`config.mk`:
```
export PLATFORM = sky130hd
export DESIGN_NAME = gregorian_date_unit
export DESIGN_NICKNAME = d
export VERILOG_FILES = /design/src/design/gdu_pkg.sv /design/src/design/gdu_ctrl.sv /design/src/design/gdu_dp.sv /design/src/design/gregorian_date_unit.sv
export SDC_FILE = /design/constraint.sdc
export NUM_CORES = 2
export LEC_CHECK = 0
export ABC_AREA = 1
export BUFFER_PORTS_ARGS = -buffer_cell sky130_fd_sc_hd__buf_2
export CORE_ASPECT_RATIO = 0.6
export CORE_MARGIN = 4
export CORE_UTILIZATION = 40
export CTS_BUF_LIST = sky130_fd_sc_hd__clkbuf_8
export DETAILED_ROUTE_END_ITERATION = 10
export GPL_TIMING_DRIVEN = 1
export PLACE_DENSITY = 0.51
export SYNTH_ARGS = -nofsm -noshare
export SYNTH_HDL_FRONTEND = slang
export SYNTH_SLANG_ARGS = --single-unit
```
`constraint.sdc`:
```
create_clock -name aclk -period 12.1 [get_ports aclk]
set_input_delay 0 -clock aclk [delete_from_list [all_inputs] [get_ports aclk]]
set_output_delay 0 -clock aclk [all_outputs]
set_load 0.02 [all_outputs]
```
`src/design/gdu_pkg.sv`:
```
`default_nettype none
package gdu_pkg;

    typedef enum logic [1:0] {
        FUNC_NEXT  = 2'd0,
        FUNC_PREV  = 2'd1,
        FUNC_DOY   = 2'd2,
        FUNC_DIFF  = 2'd3
    } func_t;

    typedef struct packed {
        logic [1:0]  func;
        logic [4:0]  day;
        logic [3:0]  month;
        logic [13:0] year;
        logic [4:0]  other_day;
        logic [3:0]  other_month;
        logic [13:0] other_year;
    } in_item_t;

    typedef struct packed {
        logic [4:0]  result_day;
        logic [3:0]  result_month;
        logic [13:0] result_year;
        logic [8:0]  day_of_year;
        logic [5:0]  week_number;
        logic [21:0] days_between;
        logic        out_of_range;
    } out_item_t;

    typedef enum logic [2:0] {
        ST_IDLE,
        ST_ORD,
        ST_DIFF,
        ST_ABS,
        ST_OUT
    } state_t;

    typedef struct packed {
        logic load;
        logic ord_step;
        logic diff_step;
        logic abs_step;
        logic finish;
    } cmd_t;

    typedef struct packed {
        logic is_diff;
        logic ord_done;
        logic diff_done;
    } status_t;

    localparam logic [13:0] YEAR_MAX = 14'd9999;

    function automatic logic is_leap(input logic [13:0] y);
        logic [13:0] q100;
        logic [6:0]  r100;
        q100 = 14'((y * 27'd5243) >> 19);
        r100 = 7'(y - 14'(q100 * 7'd100));
        is_leap = (y[1:0] == 2'd0) && ((r100 != 7'd0) || (q100[1:0] == 2'd0));
    endfunction

    function automatic logic [4:0] days_in(input logic [3:0] m, input logic leap);
        case (m)
            4'd2: days_in = leap ? 5'd29 : 5'd28;
            4'd4, 4'd6, 4'd9, 4'd11: days_in = 5'd30;
            default: days_in = 5'd31;
        endcase
    endfunction

    function automatic logic [8:0] days_before(input logic [3:0] m, input logic leap);
        logic [8:0] b;
        case (m)
            4'd1: b = 9'd0;
            4'd2: b = 9'd31;
            4'd3: b = 9'd59;
            4'd4: b = 9'd90;
            4'd5: b = 9'd120;
            4'd6: b = 9'd151;
            4'd7: b = 9'd181;
            4'd8: b = 9'd212;
            4'd9: b = 9'd243;
            4'd10: b = 9'd273;
            4'd11: b = 9'd304;
            default: b = 9'd334;
        endcase
        days_before = b + ((leap && m > 4'd2) ? 9'd1 : 9'd0);
    endfunction

endpackage
`default_nettype wire

```
`src/design/gdu_ctrl.sv`:
```
`default_nettype none
module gdu_ctrl (
    input  wire logic             aclk,
    input  wire logic             aresetn,
    input  wire logic             s_valid,
    output logic                  s_ready,
    output logic                  m_valid,
    input  wire logic             m_ready,
    output gdu_pkg::cmd_t         cmd,
    input  wire gdu_pkg::status_t stat
);
    import gdu_pkg::*;

    state_t state_reg, state_next;

    always_ff @(posedge aclk) begin
        if (!aresetn) state_reg <= ST_IDLE;
        else          state_reg <= state_next;
    end

    always_comb begin
        state_next = state_reg;
        cmd        = '0;
        s_ready    = 1'b0;
        m_valid    = 1'b0;
        case (state_reg)
            ST_IDLE: begin
                s_ready = 1'b1;
                if (s_valid) begin
                    cmd.load   = 1'b1;
                    state_next = ST_ORD;
                end
            end
            ST_ORD: begin
                cmd.ord_step = 1'b1;
                if (stat.ord_done) state_next = stat.is_diff ? ST_DIFF : ST_OUT;
            end
            ST_DIFF: begin
                cmd.diff_step = 1'b1;
                if (stat.diff_done) state_next = ST_ABS;
            end
            ST_ABS: begin
                cmd.abs_step = 1'b1;
                state_next   = ST_OUT;
            end
            ST_OUT: begin
                m_valid = 1'b1;
                if (m_ready) begin
                    cmd.finish = 1'b1;
                    state_next = ST_IDLE;
                end
            end
            default: state_next = ST_IDLE;
        endcase
    end
endmodule
`default_nettype wire

```
`src/design/gdu_dp.sv`:
```
`default_nettype none
module gdu_dp (
    input  wire logic              aclk,
    input  wire gdu_pkg::in_item_t s_data,
    input  wire gdu_pkg::cmd_t     cmd,
    output gdu_pkg::status_t       stat,
    output gdu_pkg::out_item_t     m_data
);
    import gdu_pkg::*;

    logic [1:0]  func_reg;
    logic [4:0]  d1_reg, d2_reg;
    logic [3:0]  m1_reg, m2_reg;
    logic [13:0] y1_reg, y2_reg;
    logic        sub_reg;
    logic [1:0]  phase_reg;
    logic [8:0]  o1_reg, o2_reg;
    logic [13:0] ylo_reg, yhi_reg;
    logic [21:0] acc_reg;
    logic        done_reg;
    out_item_t   res_reg;

    logic [13:0] sy1, sy2;
    logic [3:0]  sm1, sm2;
    logic [4:0]  sd1, sd2, lim1, lim2;

    always_comb begin
        sy1 = (s_data.year == 14'd0) ? 14'd1 :
              (s_data.year > YEAR_MAX) ? YEAR_MAX : s_data.year;
        sy2 = (s_data.other_year == 14'd0) ? 14'd1 :
              (s_data.other_year > YEAR_MAX) ? YEAR_MAX : s_data.other_year;
        sm1 = (s_data.month == 4'd0) ? 4'd1 : (s_data.month > 4'd12) ? 4'd12 : s_data.month;
        sm2 = (s_data.other_month == 4'd0) ? 4'd1 :
              (s_data.other_month > 4'd12) ? 4'd12 : s_data.other_month;
        lim1 = days_in(sm1, is_leap(sy1));
        lim2 = days_in(sm2, is_leap(sy2));
        sd1 = (s_data.day == 5'd0) ? 5'd1 : (s_data.day > lim1) ? lim1 : s_data.day;
        sd2 = (s_data.other_day == 5'd0) ? 5'd1 :
              (s_data.other_day > lim2) ? lim2 : s_data.other_day;
    end

    logic [4:0]  dim;
    logic [4:0]  pdim;
    logic        leap1;
    logic [13:0] yc;
    logic [13:0] left;
    logic [13:0] step;
    logic [21:0] span;
    logic        big;

    always_comb begin
        leap1 = is_leap(y1_reg);
        dim   = days_in(m1_reg, leap1);
        pdim  = days_in(4'(m1_reg - 4'd1), leap1);
        yc    = phase_reg[0] ? y2_reg : y1_reg;
        left  = yhi_reg - ylo_reg;
        big   = (left >= 14'd400) && (ylo_reg[1:0] == 2'd0);
        step  = big ? 14'd400 : 14'd1;
        span  = big ? 22'd146097 : (is_leap(ylo_reg) ? 22'd366 : 22'd365);
    end

    assign stat = '{is_diff: (func_reg == FUNC_DIFF), ord_done: phase_reg[1],
                    diff_done: done_reg};

    always_ff @(posedge aclk) begin
        if (cmd.load) begin
            func_reg  <= s_data.func;
            d1_reg    <= sd1;
            m1_reg    <= sm1;
            y1_reg    <= sy1;
            d2_reg    <= sd2;
            m2_reg    <= sm2;
            y2_reg    <= sy2;
            phase_reg <= 2'd0;
            res_reg   <= '0;
        end
        if (cmd.ord_step) begin
            if (phase_reg[0]) o2_reg <= days_before(m2_reg, is_leap(yc)) + 9'(d2_reg);
            else              o1_reg <= days_before(m1_reg, is_leap(yc)) + 9'(d1_reg);
            phase_reg <= phase_reg + 2'd1;
            if (phase_reg == 2'd1) begin
                sub_reg <= (y1_reg < y2_reg);
                ylo_reg <= (y1_reg < y2_reg) ? y1_reg : y2_reg;
                yhi_reg <= (y1_reg < y2_reg) ? y2_reg : y1_reg;
                acc_reg <= '0;
                done_reg <= (y1_reg == y2_reg);
            end
            if (phase_reg == 2'd1 && func_reg == FUNC_DOY) begin
                res_reg.day_of_year <= o1_reg;
                res_reg.week_number <= 6'((18'(o1_reg + 9'd6) * 18'd293) >> 11);
            end
            if (phase_reg == 2'd1 && func_reg == FUNC_NEXT) begin
                if (d1_reg < dim) begin
                    res_reg.result_day <= d1_reg + 5'd1;
                    res_reg.result_month <= m1_reg;
                    res_reg.result_year <= y1_reg;
                end else if (m1_reg < 4'd12) begin
                    res_reg.result_day <= 5'd1;
                    res_reg.result_month <= m1_reg + 4'd1;
                    res_reg.result_year <= y1_reg;
                end else if (y1_reg < YEAR_MAX) begin
                    res_reg.result_day <= 5'd1;
                    res_reg.result_month <= 4'd1;
                    res_reg.result_year <= y1_reg + 14'd1;
                end else begin
                    res_reg.result_day <= d1_reg;
                    res_reg.result_month <= m1_reg;
                    res_reg.result_year <= y1_reg;
                    res_reg.out_of_range <= 1'b1;
                end
            end
            if (phase_reg == 2'd1 && func_reg == FUNC_PREV) begin
                if (d1_reg > 5'd1) begin
                    res_reg.result_day <= d1_reg - 5'd1;
                    res_reg.result_month <= m1_reg;
                    res_reg.result_year <= y1_reg;
                end else if (m1_reg > 4'd1) begin
                    res_reg.result_day <= pdim;
                    res_reg.result_month <= m1_reg - 4'd1;
                    res_reg.result_year <= y1_reg;
                end else if (y1_reg > 14'd1) begin
                    res_reg.result_day <= 5'd31;
                    res_reg.result_month <= 4'd12;
                    res_reg.result_year <= y1_reg - 14'd1;
                end else begin
                    res_reg.result_day <= d1_reg;
                    res_reg.result_month <= m1_reg;
                    res_reg.result_year <= y1_reg;
                    res_reg.out_of_range <= 1'b1;
                end
            end
        end
        if (cmd.diff_step && !done_reg) begin
            acc_reg  <= acc_reg + span;
            ylo_reg  <= ylo_reg + step;
            done_reg <= (left == step);
        end
        if (cmd.abs_step) begin
            if (sub_reg) begin
                res_reg.days_between <= (acc_reg + 22'(o2_reg) >= 22'(o1_reg)) ?
                    acc_reg + 22'(o2_reg) - 22'(o1_reg) : 22'(o1_reg) - 22'(o2_reg) - acc_reg;
            end else begin
                res_reg.days_between <= (acc_reg + 22'(o1_reg) >= 22'(o2_reg)) ?
                    acc_reg + 22'(o1_reg) - 22'(o2_reg) : 22'(o2_reg) - 22'(o1_reg) - acc_reg;
            end
        end
    end

    assign m_data = res_reg;
endmodule
`default_nettype wire

```
`src/design/gregorian_date_unit.sv`:
```
// Gregorian date unit.
// s_ channel: one request per item (func, first date, second date).
// m_ channel: one result per request, held in an output register.
// Both channels use valid/ready; a transfer completes when both are high.
// Dates are clamped into 1..9999 / 1..12 / 1..month length on entry.
// Next day, previous day and day of year: after the request is accepted the
// controller runs ST_ORD to form the ordinal days, then raises m_valid in ST_OUT.
// Days between walks years from the lower to the upper year, 400 years per
// step while the lower year is a multiple of 4 and at least 400 years remain,
// else one year per step, one step per cycle, at most 425 steps across the
// full year range; m_valid rises in ST_OUT after the walk and the ST_ABS step.
// One request is in flight at a time; s_ready is high only when idle.
// If the receiver stalls, the result holds on m_ signals and no new request
// is taken until it is accepted.
// Reset (aresetn low, synchronous) returns the controller to idle and drops
// any request in progress.
`default_nettype none
module gregorian_date_unit (
    input  wire logic               aclk,
    input  wire logic               aresetn,
    input  wire logic               s_valid,
    output logic                    s_ready,
    input  wire gdu_pkg::in_item_t  s_data,
    output logic                    m_valid,
    input  wire logic               m_ready,
    output gdu_pkg::out_item_t      m_data
);
    import gdu_pkg::*;

    cmd_t    cmd;
    status_t stat;

    gdu_ctrl u_ctrl (
        .aclk    (aclk),
        .aresetn (aresetn),
        .s_valid (s_valid),
        .s_ready (s_ready),
        .m_valid (m_valid),
        .m_ready (m_ready),
        .cmd     (cmd),
        .stat    (stat)
    );

    gdu_dp u_dp (
        .aclk   (aclk),
        .s_data (s_data),
        .cmd    (cmd),
        .stat   (stat),
        .m_data (m_data)
    );
endmodule
`default_nettype wire
```
==> results.md <==
- Register area share after synthesis: 14.7%
- Initial DRC Count: 2,391
- Die Y: 244 um
- Area grow syn2layout: 8.97%
- Placer Congestion: 0.915
- DR vias/cell: about 5.0
- CP peak stage delay: 0.75 ns
- Crit end category: flop
- Yosys warns: 0
- Netlist cell types: between 60 and 70
- F_max: around 0.11 GHz
- Critical Path RT: 12.49 ns
- Routed len/inst: roughly 18 um
- Initial Utilization: 40.4%
- Period utilization: 78.2%
- Most common cell after layout, fill and taps aside: inv_1
- CTS tree: built
- Routed Antenna Nets: 0
- Vias: 30,700
- Die X-Extent: 401 um
- Synth async-reset ratio: 0%
- Largest family of logic cells by synthesized area: adder cells
- Count of final setup violators: 0
- Mux contribution to synthesized area: 0%
- Worst-Margin Slew: approximately 1.1 ns
- All-Layer GR Usage: ~22%
- Synthesized area: approximately 0.037 mm2
- Total CTS buffers: 39
- Root Driver: clkbuf_8
- Core area: 0.0919 mm2
- Post-synthesis simple-gate area fraction: between 15 and 20%
- Commonest cells after routing, fill and taps aside: inv_1, nand2_1, ha_1
- Avg Inst Size Synth: roughly 8 um2
- Post-synthesis xor/xnor area fraction: 5.20%
- Crit path max-delay cell type: edfxtp_1
- Synth Area in Compound Gates: between 10% and 20%
- Pre-antenna DRT Iters: 6
- Final hold viol count: 0
- Syn Nets: 5,794
- Max-slew headroom: 28.4%
- Max FFs per register: 61
- RSZ-0062 raised after global routing: no
- I/O pin total: 115
- Clk sinks: 202
- Post-synth top flop: edfxtp_1
- CP Launch Type: flop
- Hold WC Path Type: input port to flop
- Final net count: 5,952
- Skew final: ~0.037 ns
- Final HPWL DP: 91,900 um
- Routed WL: approximately 110,000 um
- CP Max Fanout: 32
- Share of cells above drive strength 1: around 5.7%
- Largest net degree at the start of global routing: between 50 and 60
- Post-synthesis register bit count: 202
- Post-Synthesis Cells: between 4,000 and 5,000
- Max-slew violation count: 0
- Synth Area in Adders: 41.3%
- Post-CTS Setup Bufs: 0
- Max_cap viols: 0
- Antenna violations before repair: 1
- Most frequent CP cell: fa_1
- Global-route wire length before repair: 173,000 um
- Status: completed
- DR DRC count: 0
- Clock buffer depth: 3
- PortBufs: between 100 and 150
- Final worst path period need: 9.46 ns
- Rows: 86
- Critical path class: flop to flop
- Vias in the first global route: 29,600
- Setup TNS Final: 0 ns
- Number of flops mapped to enable cells by yosys: 142
- Clock Latency Late Sink: 0.65 ns
- CTS H-tree lvls: 2
- Filler cells: 9,468
- Die area: 0.0980 mm2
- Total congestion overflow: 0
- Clock slew at reported path FFs: 0.07 ns
- Critical Path AT: 9.85 ns
[metrics by stage]
step | hold slack, ns | instances | setup slack (ns) | cell area [um2] | utilization, %
detailed placement | 0.227 | 6012 | 2.71 | 39200 | 42.6
global placement | 0.228 | 6012 | 2.88 | 39200 | 42.6
global route | 0.0398 | 6132 | 1.94 | 40500 | 44.1
finish | 0.0689 | 6132 | 2.64 | 40500 | 44.1
floorplan | 0.0989 | 4710 | 3.92 | 37100 | -
CTS | 0.00532 | 6131 | 2.69 | 40500 | 44.0
[final cells by class]
type                            count  area (um2)  share of cell area, %
Multi-Input combinational cell   3440       27600                   68.3
Clock inverter                     30         253                  0.624
Clock buffer                       42         578                   1.43
Sequential cell                   202        5470                   13.5
Antenna cell                        1        2.50                0.00618
Tap cell                         1232        1540                   3.81
Inverter                          990        3720                   9.18
Timing Repair Buffer              195        1300                   3.20
[kinds of logic after synthesis]
kind of cell | Yosys count
simple gates | 1452
xor+xnor | 218
fa+ha+maj | 1032
compound gates | 738
flops | 202
buf+inv | 1068
[timing repair]
item                                   4_1_cts  5_1_grt
gates resized for setup                      0        0
endpoints found under the hold margin       51        0
hold buffers                                47        0
[worst max-delay path, delay by kind of cell, from the launching register on]
kind / cells / cell delay, ns
adders and majority gates: 9 / 3.73
buffers and inverters: 5 / 0.52
and+or+nand+nor: 8 / 1.20
xor gates and xnor gates: 7 / 1.23
DFF: 1 / 0.75
AOI/OAI and AO/OA: 6 / 1.77
[layer usage]
metal / vias up / GRT usage [%] / share of wire (%) / routed length [um]
met3: 77 / 3.94 / 6.8 / 7450
met5: - / 0 / 0 / 0
met2: 828 / 29.9 / 37 / 40600
li1: 15500 / - / - / -
met1: 14300 / 36.9 / 55 / 60300
met4: 0 / 3.19 / 1.3 / 1430
[cell usage after synthesis, drive strengths merged (17+ instances only)]
| master | n | area share [%] |
|---|---|---|
| fa | 325 | 18 |
| inv | 983 | 9.9 |
| o21ai | 288 | 3.9 |
| dfxtp | 60 | 3.2 |
| nor4 | 22 | 0.37 |
| a31oi | 18 | 0.30 |
| nand3 | 212 | 3.0 |
| o21bai | 18 | 0.36 |
| a21o | 21 | 0.42 |
| edfxtp | 142 | 11 |
| clkbuf | 61 | 0.64 |
| xnor2 | 79 | 1.9 |
| nand4 | 41 | 0.69 |
| a21oi | 303 | 4.1 |
| or2 | 22 | 0.37 |
| xor2 | 139 | 3.3 |
| ha | 707 | 24 |
| nor3 | 42 | 0.57 |
| buf | 17 | 0.33 |
| nand2 | 795 | 8.1 |
| nor2 | 293 | 3.1 |
| nand3b | 19 | 0.38 |
[final timing paths]
path                                                       from                   endpoint  slack (ns)  depth (start not counted)
worst max-delay path            u_dp.phase_reg[0]$_SDFFCE_PN0P_   u_dp.o1_reg[8]$_DFFE_PP_        2.64                         35
worst min-delay path                                 s_data[10]  u_dp.y2_reg[10]$_DFFE_PP_        0.07                          3
worst max register to register  u_dp.phase_reg[0]$_SDFFCE_PN0P_   u_dp.o1_reg[8]$_DFFE_PP_        2.64                         35
worst min register to register          u_dp.m_data[47]$_DFF_P_    u_dp.m_data[47]$_DFF_P_        0.46                          2
Power is left out: the tool's default activity adds up to more than one toggle a clock period on the data nets, which glitch-free logic cannot reach.
